$ cat config.mk
export PLATFORM = sky130hd
export DESIGN_NAME = deadline_profit_job_scheduler_core_flat
export DESIGN_NICKNAME = d
export VERILOG_FILES = /design/src/rtl/dpjs_pkg.sv /design/src/rtl/dpjs_if.sv /design/src/rtl/deadline_profit_job_scheduler_core.sv /design/src/rtl/dpjs_sort_cell.sv /design/src/flat_wrapper.sv
export VERILOG_INCLUDE_DIRS = /design/src /design/src/rtl
export SDC_FILE = /design/constraint.sdc
export NUM_CORES = 2
export LEC_CHECK = 0
export BUFFER_PORTS_ARGS = -buffer_cell sky130_fd_sc_hd__buf_2
export CELL_PAD_IN_SITES_DETAIL_PLACEMENT = 1
export CELL_PAD_IN_SITES_GLOBAL_PLACEMENT = 2
export CORE_ASPECT_RATIO = 2
export CORE_MARGIN = 2
export CORE_UTILIZATION = 45
export CTS_CLUSTER_DIAMETER = 50
export DETAILED_ROUTE_END_ITERATION = 10
export PLACE_DENSITY_LB_ADDON = 0.08
export SLEW_MARGIN = 20
export SYNTH_ARGS = -nofsm -noshare
export SYNTH_HDL_FRONTEND = slang
export SYNTH_SLANG_ARGS = --single-unit
$ cat constraint.sdc
create_clock -name clk -period 7.3 [get_ports clk]
set_input_delay 1.46 -clock clk [delete_from_list [all_inputs] [get_ports clk]]
set_output_delay 1.46 -clock clk [all_outputs]
set_load 0.1 [all_outputs]
$ cat src/rtl/deadline_profit_job_scheduler_core_macros.svh
// Assertion helpers for the job scheduler
`ifndef DEADLINE_PROFIT_JOB_SCHEDULER_CORE_MACROS_SVH
`define DEADLINE_PROFIT_JOB_SCHEDULER_CORE_MACROS_SVH
// implication checked on every clock edge outside reset
`define DPJS_ASSERT_IMP(lbl, clk, rst_n, ante, cons, msg) \
    lbl: assert property (@(posedge clk) disable iff (!rst_n) (ante) |-> (cons)) \
        else $error(msg);
// next-cycle implication
`define DPJS_ASSERT_NXT(lbl, clk, rst_n, ante, cons, msg) \
    lbl: assert property (@(posedge clk) disable iff (!rst_n) (ante) |=> (cons)) \
        else $error(msg);
`endif

$ cat src/rtl/dpjs_pkg.sv
// ----------------------------------------------------------------------------
// dpjs_pkg
// Shared payload types for the deadline/profit job scheduler.
// ----------------------------------------------------------------------------
`timescale 1ns / 1ps
`default_nettype none
package dpjs_pkg;
    typedef struct packed {
        logic [7:0]  job_id;
        logic [15:0] job_deadline;
        logic [15:0] job_profit;
        logic        last_job;
    } job_t;

    typedef struct packed {
        logic [5:0]  slot_index;
        logic        slot_used;
        logic [7:0]  slot_job_id;
        logic [15:0] slot_profit;
        logic [6:0]  scheduled_count;
        logic [21:0] total_profit;
        logic        jobs_dropped;
        logic        last_result;
    } slot_res_t;

    typedef struct packed {
        logic [7:0]  id;
        logic [15:0] deadline;
        logic [15:0] profit;
    } entry_t;
endpackage
`default_nettype wire

$ cat src/rtl/dpjs_if.sv
// ----------------------------------------------------------------------------
// dpjs_job_if / dpjs_res_if
// Valid/ready channels for job beats and slot result beats.
// ----------------------------------------------------------------------------
`timescale 1ns / 1ps
`default_nettype none
interface dpjs_job_if;
    logic           valid;
    logic           ready;
    dpjs_pkg::job_t payload;
    modport source (output valid, output payload, input ready);
    modport sink   (input valid, input payload, output ready);
endinterface

interface dpjs_res_if;
    logic                valid;
    logic                ready;
    dpjs_pkg::slot_res_t payload;
    modport source (output valid, output payload, input ready);
    modport sink   (input valid, input payload, output ready);
endinterface
`default_nettype wire

$ cat src/rtl/deadline_profit_job_scheduler_core.sv
// Flow: after the last job beat, each stored job leaves the cell chain in S_PICK
// and then probes slots in S_PROBE, from one slot up to min(deadline, job count)
// slots (none for deadline 0); once S_PICK finds the chain empty, the first result
// beat passes through the read register and the output register. Throughput: one
// job beat per cycle while loading, then one result beat per cycle while the sink is
// ready; job input stalls from the last job beat until the last result beat is registered.
// ----------------------------------------------------------------------------
// deadline_profit_job_scheduler_core
// Job sequencing with deadlines: sorted load chain, slot search, readout.
// Reset clears the cell chain valid bits, slot flags and counters at once.
// ----------------------------------------------------------------------------
`timescale 1ns / 1ps
`default_nettype none
module deadline_profit_job_scheduler_core #(
    parameter int MAX_JOBS = 32
) (
    input  wire logic clk,
    input  wire logic rst_n,
    dpjs_job_if.sink  job_in,
    dpjs_res_if.source res_out
);
    import dpjs_pkg::*;
    `include "deadline_profit_job_scheduler_core_macros.svh"

    localparam int IW = (MAX_JOBS > 1) ? $clog2(MAX_JOBS) : 1;
    localparam int CW = $clog2(MAX_JOBS + 1);

    typedef enum logic [2:0] {S_LOAD, S_PICK, S_PROBE, S_OUT} state_t;

    state_t           state_reg;
    logic [CW-1:0]    cnt_reg;
    logic             ovf_reg;
    logic [IW-1:0]    lim_reg;
    logic [CW-1:0]    oidx_reg;
    logic [6:0]       sched_reg;
    logic [21:0]      tot_reg;
    logic [MAX_JOBS-1:0] taken_reg;
    entry_t           cur_reg;
    entry_t           owner_mem [MAX_JOBS];
    entry_t           rd_ent;
    logic             out_vld_reg;
    slot_res_t        out_reg;

    logic             ins, shf, clr;
    logic             c_take [MAX_JOBS+1];
    logic             c_vld  [MAX_JOBS+2];
    entry_t           c_ent  [MAX_JOBS+2];
    entry_t           new_ent;

    logic          rd_used_reg;
    logic [CW-1:0] rd_idx_reg;
    logic          rd_vld_reg;
    logic          take_out;
    logic          rd_adv;
    logic          out_load;
    logic          rd_last;

    assign new_ent = '{id: job_in.payload.job_id, deadline: job_in.payload.job_deadline,
                       profit: job_in.payload.job_profit};
    assign job_in.ready = (state_reg == S_LOAD);
    assign ins = job_in.valid && job_in.ready && (cnt_reg < CW'(MAX_JOBS));
    assign c_take[0] = 1'b0;
    assign c_vld[0] = 1'b0;
    assign c_ent[0] = new_ent;
    assign c_vld[MAX_JOBS+1] = 1'b0;
    assign c_ent[MAX_JOBS+1] = new_ent;
    assign clr = 1'b0;
    assign shf = (state_reg == S_PICK);

    genvar g;
    generate
        for (g = 0; g < MAX_JOBS; g++)
        begin : g_cell
            dpjs_sort_cell u_cell (
                .clk(clk), .rst_n(rst_n), .clear(clr), .insert(ins), .shift(shf),
                .new_ent(new_ent), .prv_take(c_take[g]),
                .prv_vld(c_vld[g]), .prv_ent(c_ent[g]),
                .nxt_vld(c_vld[g+2]), .nxt_ent(c_ent[g+2]),
                .take(c_take[g+1]), .vld(c_vld[g+1]), .ent(c_ent[g+1])
            );
        end
    endgenerate

    logic          fin;
    logic [IW-1:0] start;
    assign fin = job_in.valid && job_in.ready && job_in.payload.last_job;

    always_comb
    begin
        start = '0;
        if (c_ent[1].deadline >= 16'(cnt_reg))
        begin
            start = IW'(cnt_reg - 1'b1);
        end
        else
        begin
            start = IW'(c_ent[1].deadline - 16'd1);
        end
    end

    assign take_out = !out_vld_reg || res_out.ready;
    assign rd_adv   = (state_reg == S_OUT) && (take_out || !rd_vld_reg);
    assign out_load = rd_adv && rd_vld_reg;
    assign rd_last  = (rd_idx_reg == cnt_reg - 1'b1);

    always_ff @(posedge clk)
    begin
        if (state_reg == S_PROBE && !taken_reg[lim_reg])
        begin
            owner_mem[lim_reg] <= cur_reg;
        end
        if (rd_adv)
        begin
            rd_ent <= owner_mem[oidx_reg[IW-1:0]];
        end
    end

    always_ff @(posedge clk or negedge rst_n)
    begin
        if (!rst_n)
        begin
            state_reg   <= S_LOAD;
            cnt_reg     <= '0;
            ovf_reg     <= 1'b0;
            taken_reg   <= '0;
            oidx_reg    <= '0;
            sched_reg   <= '0;
            tot_reg     <= '0;
            out_vld_reg <= 1'b0;
            out_reg     <= '0;
            cur_reg     <= '0;
            rd_vld_reg  <= 1'b0;
            lim_reg     <= '0;
            rd_used_reg <= 1'b0;
            rd_idx_reg  <= '0;
        end
        else
        begin
            if (out_load)
            begin
                out_vld_reg <= 1'b1;
            end
            else if (res_out.ready)
            begin
                out_vld_reg <= 1'b0;
            end
            unique case (state_reg)
                S_LOAD:
                begin
                    if (job_in.valid)
                    begin
                        if (ins)
                        begin
                            cnt_reg <= cnt_reg + 1'b1;
                        end
                        else
                        begin
                            ovf_reg <= 1'b1;
                        end
                        if (fin)
                        begin
                            state_reg <= S_PICK;
                        end
                    end
                end
                S_PICK:
                begin
                    // head of the chain leaves; skip jobs that cannot fit
                    cur_reg <= c_ent[1];
                    lim_reg <= start;
                    if (!c_vld[1])
                    begin
                        state_reg <= S_OUT;
                        oidx_reg  <= '0;
                        rd_vld_reg <= 1'b0;
                    end
                    else if (c_ent[1].deadline != 16'd0)
                    begin
                        state_reg <= S_PROBE;
                    end
                end
                S_PROBE:
                begin
                    if (!taken_reg[lim_reg])
                    begin
                        taken_reg[lim_reg] <= 1'b1;
                        state_reg <= S_PICK;
                    end
                    else if (lim_reg == '0)
                    begin
                        state_reg <= S_PICK;
                    end
                    else
                    begin
                        lim_reg <= lim_reg - 1'b1;
                    end
                end
                S_OUT:
                begin
                    if (rd_adv)
                    begin
                        if (rd_vld_reg)
                        begin
                            out_reg.slot_index  <= 6'(rd_idx_reg);
                            out_reg.slot_used   <= rd_used_reg;
                            out_reg.slot_job_id <= rd_used_reg ? rd_ent.id : 8'd0;
                            out_reg.slot_profit <= rd_used_reg ? rd_ent.profit : 16'd0;
                            out_reg.last_result <= rd_last;
                            out_reg.scheduled_count <= rd_last ?
                                (sched_reg + 7'(rd_used_reg)) : 7'd0;
                            out_reg.total_profit <= rd_last ? (tot_reg +
                                (rd_used_reg ? 22'(rd_ent.profit) : 22'd0)) : 22'd0;
                            out_reg.jobs_dropped <= rd_last ? ovf_reg : 1'b0;
                            if (rd_last)
                            begin
                                state_reg <= S_LOAD;
                                cnt_reg   <= '0;
                                ovf_reg   <= 1'b0;
                                taken_reg <= '0;
                                sched_reg <= '0;
                                tot_reg   <= '0;
                                rd_vld_reg <= 1'b0;
                            end
                            else
                            begin
                                sched_reg <= sched_reg + 7'(rd_used_reg);
                                tot_reg <= tot_reg +
                                    (rd_used_reg ? 22'(rd_ent.profit) : 22'd0);
                            end
                        end
                        if (!(rd_vld_reg && rd_last))
                        begin
                            if (oidx_reg < cnt_reg)
                            begin
                                rd_vld_reg  <= 1'b1;
                                rd_idx_reg  <= oidx_reg;
                                rd_used_reg <= taken_reg[oidx_reg[IW-1:0]];
                                oidx_reg    <= oidx_reg + 1'b1;
                            end
                            else
                            begin
                                rd_vld_reg <= 1'b0;
                            end
                        end
                    end
                end
                default:
                begin
                    state_reg <= S_LOAD;
                end
            endcase
        end
    end

    assign res_out.valid   = out_vld_reg;
    assign res_out.payload = out_reg;

    `DPJS_ASSERT_IMP(a_no_load_busy, clk, rst_n, state_reg != S_LOAD, !job_in.ready,
        "job accepted outside load")
    `DPJS_ASSERT_IMP(a_cnt_bound, clk, rst_n, 1'b1, cnt_reg <= CW'(MAX_JOBS),
        "load count past capacity")
    `DPJS_ASSERT_NXT(a_hold_out, clk, rst_n, out_vld_reg && !res_out.ready,
        out_vld_reg && $stable(out_reg), "result beat changed while stalled")
    `DPJS_ASSERT_IMP(a_chain_room, clk, rst_n, ins,
        !(c_vld[MAX_JOBS] && c_take[MAX_JOBS]), "entry pushed off the chain tail")
endmodule
`default_nettype wire

$ cat src/rtl/dpjs_sort_cell.sv
// ----------------------------------------------------------------------------
// dpjs_sort_cell
// One cell of the insertion chain: compares the new entry with its own, takes
// it where it first wins and moves down behind a cell that took; shifts toward
// the head during drain.
// ----------------------------------------------------------------------------
`timescale 1ns / 1ps
`default_nettype none
module dpjs_sort_cell (
    input  wire logic             clk,
    input  wire logic             rst_n,
    input  wire logic             clear,
    input  wire logic             insert,
    input  wire logic             shift,
    input  wire dpjs_pkg::entry_t new_ent,
    input  wire logic             prv_take,
    input  wire logic             prv_vld,
    input  wire dpjs_pkg::entry_t prv_ent,
    input  wire logic             nxt_vld,
    input  wire dpjs_pkg::entry_t nxt_ent,
    output logic                  take,
    output logic                  vld,
    output dpjs_pkg::entry_t      ent
);
    import dpjs_pkg::*;

    logic   vld_reg, vld_next;
    entry_t ent_reg, ent_next;

    // strict greater keeps earlier loads ahead on ties
    assign take = !vld_reg || (new_ent.profit > ent_reg.profit);

    always_comb
    begin
        vld_next = vld_reg;
        ent_next = ent_reg;
        if (clear)
        begin
            vld_next = 1'b0;
        end
        else if (shift)
        begin
            vld_next = nxt_vld;
            ent_next = nxt_ent;
        end
        else if (insert)
        begin
            if (prv_take)
            begin
                vld_next = prv_vld;
                ent_next = prv_ent;
            end
            else if (take)
            begin
                vld_next = 1'b1;
                ent_next = new_ent;
            end
        end
    end

    always_ff @(posedge clk or negedge rst_n)
    begin
        if (!rst_n)
        begin
            vld_reg <= 1'b0;
        end
        else
        begin
            vld_reg <= vld_next;
        end
    end

    always_ff @(posedge clk)
    begin
        ent_reg <= ent_next;
    end

    assign vld = vld_reg;
    assign ent = ent_reg;
endmodule
`default_nettype wire
$ cat src/flat_wrapper.sv
// flat-port wrapper written by rule: the top's interface ports become plain ports
module deadline_profit_job_scheduler_core_flat import dpjs_pkg::*;
#(
    parameter int MAX_JOBS = 32
)
  (clk, rst_n, job_in_valid, job_in_payload, job_in_ready, res_out_valid, res_out_payload, res_out_ready);
  dpjs_job_if job_in_i ();
  dpjs_res_if res_out_i ();
  input  wire logic clk;
  input  wire logic rst_n;
  input wire logic [$bits(job_in_i.valid)-1:0] job_in_valid;
  input wire logic [$bits(job_in_i.payload)-1:0] job_in_payload;
  output wire logic [$bits(job_in_i.ready)-1:0] job_in_ready;
  output wire logic [$bits(res_out_i.valid)-1:0] res_out_valid;
  output wire logic [$bits(res_out_i.payload)-1:0] res_out_payload;
  input wire logic [$bits(res_out_i.ready)-1:0] res_out_ready;
  assign job_in_i.valid = job_in_valid;
  assign job_in_i.payload = job_in_payload;
  assign job_in_ready = job_in_i.ready;
  assign res_out_valid = res_out_i.valid;
  assign res_out_payload = res_out_i.payload;
  assign res_out_i.ready = res_out_ready;
  deadline_profit_job_scheduler_core #(.MAX_JOBS(MAX_JOBS)) u_core (.clk(clk), .rst_n(rst_n), .job_in(job_in_i), .res_out(res_out_i));
endmodule
==> run summary <==
The logs give 13.61k for the cell count after placement and 0.8846 for the final weighted congestion in routability-driven placement. The detailed-route vias per instance works out to 6.228. The largest single stage delay on the critical path is 920 ps.

The routed layout has 87.73k vias. Entering global routing, the biggest net connects 220 pins. The cell count of the worst hold path is 2, and the slew at the pin closest to its max-slew limit is 1180 ps. The highest metal layer with signal wires was met5. The slowest stage of the critical path belongs to the cell sky130_fd_sc_hd__a21oi_1. The CTS clock-pin slew for the worst setup and hold paths is 70 ps, and the switching share of power is 41.80%.

The HPWL after detailed placement is 299700 um. The share of total power dissipated in sequential elements is 40.7%. For the final max-slew violation count, the log shows 0.

The root buffer selected by CTS was sky130_fd_sc_hd__clkbuf_16. For the final database, setup skew stands at 54.66 ps. In this design, the critical path's most frequently occurring cell is sky130_fd_sc_hd__buf_4. The worst pin sits at a relative slew slack of 21.14%. The residual antenna-violating net count after detailed routing came out at 0. Total overflow reported by the global router: 0.

The share of synthesized area in the top cell type comes to 50.45%. Counting every instance in the synthesized netlist gives 10.56k. Start of the worst register-to-register path: u_core.lim_reg[0]. The run gives 0 as the number of violations of the max-capacitance limit.

The share of total power in combinational logic is 41.4%, and the number of cells in the finished layout apart from fillers is 14.09k. The tools report the effective utilization at floorplan as 45.24%. The run gives 4 as the number of H-tree levels.

The run gives 0 as the hold-fix buffer count after cts. In the finished design, the share of the clock period the worst path needs comes to 70.65%. Traced cell by cell, the critical path runs through buf_4 > buf_4 > ha_1 > nand4_1 > a2111o_1 > o2111a_2 > a21oi_1 > o21ai_0 > nand2_2 > buf_4. The tools report the peak ir drop on the vdd network as 349.6 uV. The peak clock frequency supported by timing was 193.9 MHz.

The area of the die is 278500 um2, and the worst-path maximum fanout is 29. The later pin in the worst-skew pair is clocked with a latency of 920 ps. The length in cells of the worst reg-to-reg path works out to 7. Row generation in the floorplan step produced 271 rows.

The sum of negative setup slack came out at 0 ps. The logs give 5 for the first-pass iteration count of the detailed router and 28.32 mW for the power spent charging and discharging nets. Clock tree synthesis inserted a total of 225 buffers. Power spread over the standard cell area amounts to 499.3 nW/um2. The flip-flop count of the largest register after layout came out at 1280. In the synthesized netlist the dominant register cell turns out to be sky130_fd_sc_hd__edfxtp_1. The count of buffers added on input and output ports is 108. Relative to the synthesized area, the layout overhead comes to 10.04%. The worst setup path is launched from an input pin. In the detailed route, the total length drawn on met2 is 217300 um. The commonest cells after synthesis are sky130_fd_sc_hd__edfxtp_1, sky130_fd_sc_hd__nand2_1, sky130_fd_sc_hd__clkbuf_1, sky130_fd_sc_hd__o21ai_0, sky130_fd_sc_hd__mux2i_1. The minimum clock period after layout is 5157 ps, and the number of cells on the critical path is 10. Measured on the finished design, the core utilization comes to 49.78%. Number of design rule violations left after detail routing: 0. The synthesized design spends more area on one cell type than any other, namely sky130_fd_sc_hd__edfxtp_1. The run gives 17.9% as the share of power burned in the clock network. In the final layout, the share of cells above drive strength 1 is 12.21%.

Yosys instantiated no cell more often than sky130_fd_sc_hd__edfxtp_1. In the final design database the tool counted 10.89k nets. Setup violations remaining at the end of the flow were counted as 0. The floorplan step defined a core boundary enclosing 272600 um2. The beginning of the worst hold path was u_core.res_out.payload[26]. On the critical path the largest part of the delay comes from compound AO/OA/AOI/OAI gates. The count of flip-flops with a built-in enable after synthesis was 2072. The run gives 85 as the number of distinct standard cells referenced by the synthesized netlist. The class of the tightest hold or removal check is reg -> reg.

In the detailed route, the total length drawn on met3 is 18200 um. Counting both buffers and inverters, the worst setup path holds a total of 3. At the worst endpoint, the required time is 7860 ps. The run gives 426500 um as the total wirelength of the detailed-routed design. Setup repair after global routing left no endpoint under its margin.

The via count of the first global-routing pass is 92.58k, and the average cell area after synthesis is 11.68 um2. The floorplan step set the die width to 374.2 um. The logs give 0 for the number of hold violations in the final report and 123300 um2 for the combined area of all synthesized cells. The detailed router put a total of 164300 um of wire on met1. In this run the static leakage power is 53.05 nW. The run finished with clean final reports. The first global-routing pass estimated 625400 um of wire.

For this run, the register share of the synthesized area comes to 54.67%. The routed wire length per instance is 30.28 um. For the worst setup path, the data arrival time is 5710 ps. Counting flops with an async set or reset pin after synthesis yields a share of 9.123%. Gates resized during post-CTS repair numbered 0. The total of warnings raised by yosys was 0. Endpoint type of the worst setup path: a flop.

TritonCTS built the clock tree. 109 I/O pins were placed. The initial antenna violation count was 23; the die height was 744.3 um.

No sink is reached through more buffers than the 4 on the longest clock path. The logs give 2280 for the clock net sink count and 11.16k for the post-synth net total. By area the synthesized netlist is led by sky130_fd_sc_hd__edfxtp_1, sky130_fd_sc_hd__mux2i_1, sky130_fd_sc_hd__ha_1. The post-CTS setup buffer count is 0. Global routing used 30.14% of the available tracks across all layers. After the first detailed-routing iteration, the DRC count stood at 6804. The synthesized design contains 2280 register bits. The kind of critical path was in -> reg.

The internal portion of the total power is 39.44 mW. The startpoint of the worst setup timing path was job_in_payload[13].
==> layout by cell type, fill, tap and decap left out, types with 37 or more instances in the layout <==
master and instances:
sky130_fd_sc_hd__clkinv_2 37, sky130_fd_sc_hd__nor4b_1 77, sky130_fd_sc_hd__nor3b_1 179, sky130_fd_sc_hd__o311ai_0 104, sky130_fd_sc_hd__clkbuf_16 227, sky130_fd_sc_hd__nor3_1 265
sky130_fd_sc_hd__diode_2 64, sky130_fd_sc_hd__o211ai_1 42, sky130_fd_sc_hd__a221oi_1 43, sky130_fd_sc_hd__edfxtp_1 2072, sky130_fd_sc_hd__clkinv_1 48, sky130_fd_sc_hd__a21o_1 97
sky130_fd_sc_hd__o21ai_0 721, sky130_fd_sc_hd__inv_1 566, sky130_fd_sc_hd__nand3_1 77, sky130_fd_sc_hd__a22oi_1 158, sky130_fd_sc_hd__nand2_1 1094, sky130_fd_sc_hd__a211oi_1 219
sky130_fd_sc_hd__mux2_2 111, sky130_fd_sc_hd__ha_1 553, sky130_fd_sc_hd__o32ai_1 75, sky130_fd_sc_hd__buf_2 92, sky130_fd_sc_hd__nor2_1 632, sky130_fd_sc_hd__mux2i_1 721
sky130_fd_sc_hd__nand4_1 71, sky130_fd_sc_hd__and3_1 45, sky130_fd_sc_hd__dfrtp_1 193, sky130_fd_sc_hd__a221o_1 177, sky130_fd_sc_hd__a21oi_1 452, sky130_fd_sc_hd__a311oi_1 133
sky130_fd_sc_hd__mux4_2 255, sky130_fd_sc_hd__buf_4 280, sky130_fd_sc_hd__nor2b_1 79
==> worst min-delay path: stages (launching register included) <==
cell and delay [ps]:
sky130_fd_sc_hd__dfrtp_1 340, sky130_fd_sc_hd__nand2_1 50, sky130_fd_sc_hd__o31ai_1 50
==> stage by stage <==
step / instance area (um2) / total power [mW] / setup WS (ps) / hold WS (ps)
after global placement: 128100 / 54.16 / 1169 / 454.2
after CTS: 135500 / 67.84 / 2078 / 483.4
after floorplan: 123300 / 44.68 / 663.8 / 452.9
final: 135700 / 67.76 / 2143 / 475.3
after detailed placement: 128100 / 55.56 / 1108 / 460.6
after global routing: 135700 / 71.54 / 2010 / 507.4
==> power groups by stage <==
| stage | Combinational (mW) | Sequential [mW] | Clock, mW |
|---|---|---|---|
| floorplan | 19.1 | 25.6 | 0 |
| global placement | 26.8 | 27.3 | 0 |
| detailed placement | 27.9 | 27.6 | 0 |
| CTS | 28.1 | 27.4 | 12.4 |
| global route | 30.7 | 28.1 | 12.8 |
| finish | 28.1 | 27.5 | 12.2 |
==> area by class of cell <==
| type | instances | area, um2 |
|---|---|---|
| flip-flops and latches | 2280 | 67460 |
| inverters | 569 | 2136 |
| repair buffers | 388 | 2869 |
| well taps | 3549 | 4441 |
| clock inverters | 151 | 1560 |
| multi-input cells | 6823 | 51200 |
| diodes | 64 | 160.2 |
| clock buffers | 262 | 5882 |
| fillers | 28240 | 136900 |
==> worst paths after layout <==
check,to,slack [ps]
setup / recovery,u_core.g_cell[29].u_cell.ent[38],2140
hold / removal,u_core.res_out.payload[26],480
setup reg to reg,u_core.owner_mem[26][37],2820
hold reg to reg,u_core.res_out.payload[26],480
max in group asynchronous,u_core.taken_reg[8],5400
min in group asynchronous,u_core.res_out.payload[11],550
==> kinds of logic (layout without fill, tap and decap cells) <==
group | Yosys count | in the layout | synth area share, %
compound gates | 2405 | 2405 | 13.04
xor+xnor | 35 | 35 | 0.2486
fa+ha+maj | 555 | 555 | 5.637
buf+inv | 1459 | 1370 | 4.462
flops | 2280 | 2280 | 54.67
mux | 1087 | 1087 | 11.52
other cells | 0 | 64 | 0
simple gates | 2741 | 2741 | 10.42
==> metal layers <==
metal | global-route usage (%) | vias up
met5 | 0 | -
met4 | 17.40 | 6
met3 | 3.042 | 868
met2 | 53.37 | 2573
met1 | 35.58 | 44790
li1 | - | 39490
Power figures use the tool's default switching activity.
